<file path="src/rtl/core/ilir_pkg.sv">
// ----------------------------------------------------------------------------
// ilir_pkg
// Shared types and constants for the indexed list insert/remove core.
// ----------------------------------------------------------------------------
package ilir_pkg;

    // store geometry
    localparam int CAPACITY = 64;
    localparam int IDX_W    = $clog2(CAPACITY);
    localparam int CNT_W    = 7;
    localparam int POS_W    = 7;
    localparam int DATA_W   = 32;

    // operation codes
    typedef enum logic [1:0] {
        OP_INSERT = 2'd0,
        OP_REMOVE = 2'd1,
        OP_SET    = 2'd2,
        OP_GET    = 2'd3
    } t_op;

    // result status codes
    typedef enum logic [1:0] {
        ST_OK    = 2'd0,
        ST_RANGE = 2'd1,
        ST_FULL  = 2'd2
    } t_status;

    // broadcast control from the control block (ilir_ctrl) to every cell
    typedef struct packed {
        logic                     shift_up;
        logic                     shift_dn;
        logic                     wr;
        logic [POS_W-1:0]         pos;
        logic [IDX_W-1:0]         rd_pos;
        logic signed [DATA_W-1:0] value;
    } t_cell_ctl;

endpackage

</file>
<file path="src/rtl/core/ilir_cell.sv">
// ----------------------------------------------------------------------------
// ilir_cell
// One list slot: holds an entry and takes its own value, the neighbor below,
// the neighbor above or the broadcast word, as the control asks.
// ----------------------------------------------------------------------------
module ilir_cell (
    input  logic                             i_clk,
    input  logic [ilir_pkg::IDX_W-1:0]       i_idx,
    input  ilir_pkg::t_cell_ctl              i_ctl,
    input  logic signed [ilir_pkg::DATA_W-1:0] i_left,
    input  logic signed [ilir_pkg::DATA_W-1:0] i_right,
    output logic signed [ilir_pkg::DATA_W-1:0] o_data,
    output logic signed [ilir_pkg::DATA_W-1:0] o_rd
);
    import ilir_pkg::*;

    logic signed [DATA_W-1:0] r_data;
    logic signed [DATA_W-1:0] n_data;
    logic [POS_W-1:0]         w_idx;
    logic                     w_at;
    logic                     w_above;

    assign w_idx   = POS_W'(i_idx);
    assign w_at    = (w_idx == i_ctl.pos);
    assign w_above = (w_idx > i_ctl.pos);

    // next entry selection
    always_comb begin
        n_data = r_data;
        if (i_ctl.shift_up) begin
            if (w_at) begin
                n_data = i_ctl.value;
            end else if (w_above) begin
                n_data = i_left;
            end
        end else if (i_ctl.shift_dn) begin
            if (w_at || w_above) begin
                n_data = i_right;
            end
        end else if (i_ctl.wr && w_at) begin
            n_data = i_ctl.value;
        end
    end

    // entry register
    always_ff @(posedge i_clk) begin
        r_data <= n_data;
    end

    assign o_data = r_data;
    // read port: only the addressed cell drives a nonzero word
    assign o_rd   = (i_idx == i_ctl.rd_pos) ? r_data : '0;

endmodule

</file>
<file path="config.mk">
export PLATFORM = sky130hd
export DESIGN_NAME = ilir_cell
export DESIGN_NICKNAME = d
export VERILOG_FILES = /design/src/rtl/core/ilir_pkg.sv /design/src/rtl/core/ilir_cell.sv
export SDC_FILE = /design/constraint.sdc
export NUM_CORES = 1
export LEC_CHECK = 0
export BUFFER_PORTS_ARGS = -buffer_cell sky130_fd_sc_hd__buf_2
export CAP_MARGIN = 20
export CELL_PAD_IN_SITES_DETAIL_PLACEMENT = 0
export CELL_PAD_IN_SITES_GLOBAL_PLACEMENT = 1
export CORE_AREA = 2 2 93 104
export DETAILED_ROUTE_END_ITERATION = 10
export DIE_AREA = 0 0 95 106
export PLACE_DENSITY_LB_ADDON = 0.1
export SYNTH_ARGS = -nofsm -noshare
export SYNTH_HDL_FRONTEND = slang
export SYNTH_SLANG_ARGS = --single-unit
</file>
<file path="constraint.sdc">
create_clock -name i_clk -period 4.2 [get_ports i_clk]
set_clock_uncertainty 0.2 [all_clocks]
set_input_delay 0.84 -clock i_clk [delete_from_list [all_inputs] [get_ports i_clk]]
set_output_delay 0.84 -clock i_clk [all_outputs]
set_load 0.01 [all_outputs]
</file>
==> out/results.txt <==
Core Area -> 0.00912 mm²
CP endpoint kind -> output port
maximum VDD drop -> 0.106 mV
Vias/cell -> 4.53
vias in the first global route -> 2,295
RD Place Congestion -> 0.735
Final Max Slew Viols -> 0
Area after DPL -> 0.00349 mm²
most frequent cells in the layout -> buf_2 (182), a211oi_1 (34), a21oi_1 (33)
area added between synthesis and finish -> 40.7%
Post-synth EDFFs -> 32
GRT Resource Usage Total -> 0.141
diode count -> 0
Root Buffer -> clkbuf_8
Clock Tree Buf Depth -> 2
post-synthesis sequential area ratio -> 0.379
maxcap violations -> 0
area of the multi-input gates -> 0.00141 mm²
Num CTS Buffers -> 5
chip height -> 106 µm
min-delay worst type -> in2reg
fmax -> 303 MHz
Final Critical Period -> 3300 ps
Die Area -> 0.0101 mm²
row count -> 37
outcome -> complete, no violations
Final #Nets -> 543
CP Launch Type -> input pin
Cell variety after synth -> 28
H-tree depth -> 2
initial DRC count -> 43
DRT Pass-1 Iters -> 4
maximum fanout along the worst path -> 20
post-route cell area -> 0.00357 mm²
I/O pin count -> 183
largest net degree at the start of global routing -> 65
Routed Antenna Nets -> 0
PostCTS Resize Cnt -> 0
critical path arrival -> 2260 ps
share of layout cells above drive strength 1 -> 0.471
first-pass GRT wire length -> 11,100 µm
detailed-route via count -> 2,422
synth warn -> 0
most common cell after layout, fill and taps aside -> buf_2
Port Buffers -> 182
# DRC -> 0
per-cell routed wire length -> 13.4 µm
DRT Wirelength -> 7160 µm
Post-Syn Area -> 0.00254 mm²
CTS tree -> done
Fin. Hold Viols -> 0
RSZ-0062 raised after global routing -> false
Slew headroom -> 0.508
pwr dens -> 237 mW/mm²
ys flop type -> edfxtp_1
Seq cells post-synth -> 32
initial antenna violation count -> 0
ranking of synthesized cells by area -> edfxtp_1 (38%), mux2i_1 (13%), a211oi_1 (10%)
Hold Slack -> 715 ps
Mapped Cells -> 245
Syn Nets -> 370
Die X-Extent -> 95 µm
post-detail-place hpwl -> 5530 µm
final setup vio count -> 0
hold_buf cts -> 0
TritonCTS Sinks -> 32
Synth area leader -> edfxtp_1
Starting Density -> 0.278
async set-reset flop share out of synthesis -> 0
Final period util -> 0.785
crit path kind -> in2out
Synth top area share -> 0.379
# fillers -> 977
Leak Pwr -> 1.61 nW
post-CTS setup repair buffer count -> 0
FF+latch area -> 961 µm²
Largest register FFs -> 32
GRT overflow -> 0
Slew @ Worst Pin -> 738 ps
WP data required -> 3160 ps
Post-Syn Area per Cell -> 10.4 µm²
Reg clk slew, reported paths -> 70 ps
TNS Setup -> 0 ps
worst max-delay path: stages:
cell and delay, ps:
buf_2 100, xnor2_1 150, nand4_1 150, nor3_4 440
buf_4 290, and2_1 150, buf_2 120
power by group:
part	switching [mW]	internal [mW]
combinational	0.112	0.109
clock	0.110	0.113
sequential	0.0132	0.389
total	0.235	0.611
metrics by stage:
step	util	std cells	power, mW	setup WS (ps)
2_1_floorplan	-	245	0.527	283
3_3_place_gp	0.383	528	0.634	905
3_5_place_dp	0.383	528	0.635	823
4_1_cts	0.392	535	0.863	820
5_1_grt	0.392	535	0.902	689
6_report	0.392	535	0.846	902
kinds of logic after synthesis:
family,count (synthesis),share of synthesized area
and+or+nand+nor,75,0.201
AOI/OAI and AO/OA,68,0.169
muxes,32,0.126
DFF,32,0.379
buffers and inverters,26,0.0749
xor gates and xnor gates,6,0.0207
adders and majority gates,6,0.0296
area by class of cell:
cell class                 instances  share of cell area
clock buffer                       6              0.0203
multi-input combinational        187               0.395
sequential                        32               0.269
tap                              117              0.0410
clock inverter                     1             0.00140
timing repair buffer             186               0.267
inverter                           6             0.00630
Yosys cell counts (2+ instances only):
| library cell | n |
|---|---|
| and2b_1 | 2 |
| edfxtp_1 | 32 |
| mux2i_1 | 32 |
| clkbuf_8 | 3 |
| clkbuf_1 | 4 |
| clkbuf_2 | 3 |
| inv_1 | 6 |
| a21oi_1 | 33 |
| ha_1 | 6 |
| xnor2_1 | 4 |
| nand4_1 | 2 |
| nor2_1 | 2 |
| and2_1 | 32 |
| nor2b_1 | 30 |
| buf_12 | 3 |
| buf_2 | 5 |
| a211oi_1 | 34 |
| xor2_1 | 2 |
worst paths after layout:
kind  slack, ps        start         end  depth (start not counted)
max         900    i_ctl[35]     o_rd[8]                          7
min         710  i_right[16]  o_data[16]                          3
metal layers:
layer	global-route usage	routed length [µm]	vias to the layer above
met2	0.261	3760	90
met1	0.162	2790	1079
met4	0.0311	45	0
met5	0	0	-
li1	-	-	1251
met3	0.0354	559	2
No activity file was read; power rests on OpenSTA's default activity.
