File: src/rtl/core/ilir_pkg.sv
// ----------------------------------------------------------------------------
// ilir_pkg
// Shared types and constants for the indexed list insert/remove core.
// ----------------------------------------------------------------------------
package ilir_pkg;

    // store geometry
    localparam int CAPACITY = 64;
    localparam int IDX_W    = $clog2(CAPACITY);
    localparam int CNT_W    = 7;
    localparam int POS_W    = 7;
    localparam int DATA_W   = 32;

    // operation codes
    typedef enum logic [1:0] {
        OP_INSERT = 2'd0,
        OP_REMOVE = 2'd1,
        OP_SET    = 2'd2,
        OP_GET    = 2'd3
    } t_op;

    // result status codes
    typedef enum logic [1:0] {
        ST_OK    = 2'd0,
        ST_RANGE = 2'd1,
        ST_FULL  = 2'd2
    } t_status;

    // broadcast control from the control block (ilir_ctrl) to every cell
    typedef struct packed {
        logic                     shift_up;
        logic                     shift_dn;
        logic                     wr;
        logic [POS_W-1:0]         pos;
        logic [IDX_W-1:0]         rd_pos;
        logic signed [DATA_W-1:0] value;
    } t_cell_ctl;

endpackage

File: src/rtl/core/ilir_ctrl.sv
// ----------------------------------------------------------------------------
// ilir_ctrl
// Live count and operation decode: checks range and fullness, drives the
// cell control and forms the status and count of each result.
// ----------------------------------------------------------------------------
module ilir_ctrl (
    input  logic                          i_clk,
    input  logic                          i_rst_n,
    input  logic                          i_fire,
    input  logic [1:0]                    i_op,
    input  logic [ilir_pkg::POS_W-1:0]    i_pos,
    input  logic signed [ilir_pkg::DATA_W-1:0] i_value,
    output ilir_pkg::t_cell_ctl           o_ctl,
    output ilir_pkg::t_status             o_status,
    output logic                          o_is_get,
    output logic [ilir_pkg::CNT_W-1:0]    o_count
);
    import ilir_pkg::*;

    logic [CNT_W-1:0] r_count;
    logic [CNT_W-1:0] n_count;
    t_op              w_op;
    logic             w_full;
    logic             w_in_rng;
    logic             w_ins_rng;

    assign w_op      = t_op'(i_op);
    assign w_full    = (r_count == CNT_W'(CAPACITY));
    assign w_in_rng  = (POS_W'(r_count) > i_pos);
    assign w_ins_rng = (POS_W'(r_count) >= i_pos);

    // decode and status
    always_comb begin
        o_ctl          = '0;
        o_ctl.pos      = i_pos;
        o_ctl.value    = i_value;
        o_ctl.rd_pos   = w_in_rng ? i_pos[IDX_W-1:0] : '0;
        o_status       = ST_OK;
        o_is_get       = 1'b0;
        n_count        = r_count;
        case (w_op)
            OP_INSERT: begin
                if (w_full) begin
                    o_status = ST_FULL;
                end else if (!w_ins_rng) begin
                    o_status = ST_RANGE;
                end else begin
                    o_ctl.shift_up = i_fire;
                    n_count        = r_count + 1'b1;
                end
            end
            OP_REMOVE: begin
                if (!w_in_rng) begin
                    o_status = ST_RANGE;
                end else begin
                    // removing the last remaining entry only drops the count,
                    // so entry 0 keeps its word
                    o_ctl.shift_dn = i_fire && (r_count != CNT_W'(1));
                    n_count        = r_count - 1'b1;
                end
            end
            OP_SET: begin
                if (!w_in_rng) begin
                    o_status = ST_RANGE;
                end else begin
                    o_ctl.wr = i_fire;
                end
            end
            default: begin
                o_is_get = 1'b1;
                if (!w_in_rng) begin
                    o_status = ST_RANGE;
                end
            end
        endcase
    end

    // live count
    always_ff @(posedge i_clk) begin
        if (!i_rst_n) begin
            r_count <= '0;
        end else if (i_fire) begin
            r_count <= n_count;
        end
    end

    assign o_count = n_count;

endmodule

File: config.mk
export PLATFORM = sky130hd
export DESIGN_NAME = ilir_ctrl
export DESIGN_NICKNAME = d
export VERILOG_FILES = /design/src/rtl/core/ilir_pkg.sv /design/src/rtl/core/ilir_ctrl.sv
export SDC_FILE = /design/constraint.sdc
export NUM_CORES = 1
export LEC_CHECK = 0
export BUFFER_PORTS_ARGS = -buffer_cell sky130_fd_sc_hd__buf_2
export CORE_ASPECT_RATIO = 0.9
export CORE_MARGIN = 2
export CORE_UTILIZATION = 41
export DETAILED_ROUTE_END_ITERATION = 8
export PLACE_DENSITY = 0.92
export SETUP_SLACK_MARGIN = 0.05
export SLEW_MARGIN = 40
export SYNTH_ARGS = -nofsm -noshare
export SYNTH_HDL_FRONTEND = slang
export SYNTH_SLANG_ARGS = --single-unit
export TNS_END_PERCENT = 100
File: constraint.sdc
create_clock -name i_clk -period 3.05 [get_ports i_clk]
set_clock_uncertainty 0.1 [all_clocks]
set_input_delay 0.1525 -clock i_clk [delete_from_list [all_inputs] [get_ports i_clk]]
set_output_delay 0.1525 -clock i_clk [all_outputs]
set_load 0.01 [all_outputs]
==> metrics.txt <==
RSZ-0062 raised after global routing=no; TritonCTS buffer count=3; status=finished clean; area fraction in compound gates after synthesis=a little over a fifth; drt wl/cell=between 10 and 15 um; Clock Pin Slew Worst Setup and Hold Paths=0.04 ns; CTS max path bufs=2; commonest non-fill, non-tap cell in the layout=buf_2; Flop pwr share=around a third; number of synthesized flops with an enable pin=0; min cycle time layout=2.734 ns; die area=0.003834 mm^2; Gate power share=between 20% and 30%; Max stage delay on crit path=0.44 ns; Post-Synth Simple-Gate Area=28.84%; Final Max Slew Viols=0; via count=1309; pwr/cell area=205.7 mW/mm^2; post-layout instance area=0.001381 mm^2; DRC Markers=0; WL final=3.318 mm; most common flop cell mapped by yosys=dfxtp_1; RePlAce Congestion=0.9560; Placement Setup Slack=0.3096 ns; total power=0.2841 mW; initial antenna violation count=0; Top Ports=a little over 100; VDD IR max=approximately 160 uV; post-synthesis mux area share=2.275%; largest net degree at the start of global routing=14; Avg Inst Size Synth=7.275 um^2; Largest delay share family, worst path=compound AO/OA/AOI/OAI gates; type of origin of the critical path=flip-flop; RR Startpoint=r_count[5]; # hold bufs at CTS=0; post-synth top area share=between 20% and 30%; IO buf count=37; clock share of power=45.4%; n_diodes=0; GRT Util Overall=17.77%; Crit path required time=2.80 ns; Max Cap Viol=0; Die W=65.05 um; Worst Path Buf+Inv=2; max FFs per register=7; Detail Placement HPWL=2.627 mm; most frequent cells in the layout=37 x buf_2, 12 x nand2_1, 12 x inv_1, 10 x a21oi_1, 10 x ha_1; root buffer cell=clkbuf_8; fin crit share=between 80% and 90%; P_leak=about 0.67 nW; Unique masters post-synth=48; GRT Residual Overflow=0; post-synthesis xor/xnor area fraction=around 1.3%; Setup Fix Bufs, Post-CTS=0; Synth Area in Adders=9.099%; Clock Latency Late Sink=0.23 ns; Layout area overhead=0.4546%; area leader, netlist=buf_4; Hold Crit Start=i_rst_n; clk sinks=7; asr flop ratio synth=0%; flop2flop setup slack=a little over 0.7 ns; internal power=0.2051 mW; Hold EP=r_count[3]; Critical Path, Cell by Cell=inv_1 -> ha_1 -> nand2b_1 -> a211oi_2 -> o31ai_4 -> nand4_2 -> a2111oi_0 -> a21oi_1 -> buf_2; synthesized area=~0.0014 mm^2; Final Hold Viols=0; synthesis-stage register bit count=7; slowest CP cell=a2111oi_0; core area=0.003138 mm^2; YS warnings=0; Final setup viols=0; NumNets Final=243; first-pass GRT wire length=~5.3 mm; Top reg by flops=r_count; initial DRC count=95; DRT antenna net count=0; Slew HR=75.34%; H-tree depth=1; Fmax achieved=0.3657 GHz; crit-path max FO=8; num rows=19; crit path kind=flip-flop to output port; largest family of logic cells by synthesized area=simple AND/OR/NAND/NOR gates; Synth Net Count=roughly 240; Switching Share=between 20% and 30%; P_sw=0.07898 mW; CTS tree=done; Die H=around 60 um; worst setup margin=about 0.32 ns; Starting Density=43.82%; Area after DPL=0.001321 mm^2; biggest regs=r_count x7; worst hold slack=0.1807 ns; Worst Tran Pin Value=roughly 0.36 ns; Seq/Total Area, Yosys=10.19%; layout cell share with drive strength beyond 1=29.26%; crit end category=output port; type of the most critical hold path=primary input to flip-flop; top post-synthesis cells by area=buf_4 21%, dfxtp_1 10%, ha_1 9.1%; Worst EP arrival=2.48 ns; Reg-to-Reg End=r_count[5]; Mapped Cells=about 190; DRT Pass-1 Iters=4; Hold Path Stages=2; FF-to-FF path depth=7; Vias/cell=approximately 5.7; setup_tns=0 ns; vias in the first global route=1245; cts repair resizes=0
==> power by group through the flow <==
stage / combinational, mW / sequential, mW / clock (mW)
final: 0.0625 / 0.0926 / 0.129
after global routing: 0.0691 / 0.0925 / 0.141
after CTS: 0.0602 / 0.0926 / 0.133
after detailed placement: 0.0600 / 0.0941 / 0
after global placement: 0.0594 / 0.0940 / 0
after floorplan: 0.0869 / 0.0940 / 0
==> synth_stat cells (all sizes together) (2+ instances only) <==
cell,count
o21ai,7
ha,10
clkbuf,5
nand3,8
and2,10
nor4,2
nor2,8
a21o,3
nand2b,4
nand3b,2
inv,12
nand4,4
nor2b,2
a21oi,11
o211ai,2
dfxtp,7
nor3,7
mux2i,2
o31a,2
and3,4
buf,41
a31oi,5
o31ai,2
nand2,13
==> cell type report <==
cell class	instances	area [um^2]
fillers	346	1757
flip-flops and latches	7	141.4
inverters	12	45.04
multi-input cells	124	882.1
repair buffers	41	215.2
well taps	42	52.55
clock buffers	4	45.04
==> kinds of logic (layout without fill, tap and decap cells) <==
| family | Yosys count | after routing |
|---|---|---|
| mux | 3 | 3 |
| compound gates | 42 | 42 |
| xor+xnor | 2 | 2 |
| simple gates | 67 | 67 |
| fa+ha+maj | 10 | 10 |
| flops | 7 | 7 |
| buf+inv | 58 | 57 |
==> through the flow <==
step	std cells	util, %
3_5_place_dp	226	42.11
3_3_place_gp	226	42.11
4_1_cts	230	43.54
2_1_floorplan	189	-
6_report	230	44.02
5_1_grt	230	44.02
==> routing by layer <==
layer	global-route usage (%)	share of wire, %	wire length (um)
met1	21.28	40	1320
met5	0	0	0
met3	6.310	11	380
met2	29.90	48	1582
met4	5.952	1.1	35
==> worst max-delay path by stage <==
stage,startpoint,to,slack (ns),cells after the start
after detailed placement,r_count[0],o_count[5],0.31,9
after CTS,r_count[0],o_count[5],0.06,9
after floorplan,r_count[0],o_count[5],0.68,8
after global routing,r_count[0],o_count[5],0.15,9
after global placement,r_count[0],o_count[5],0.42,9
final,r_count[0],o_count[5],0.32,9
(Power assumes the default switching activity.)
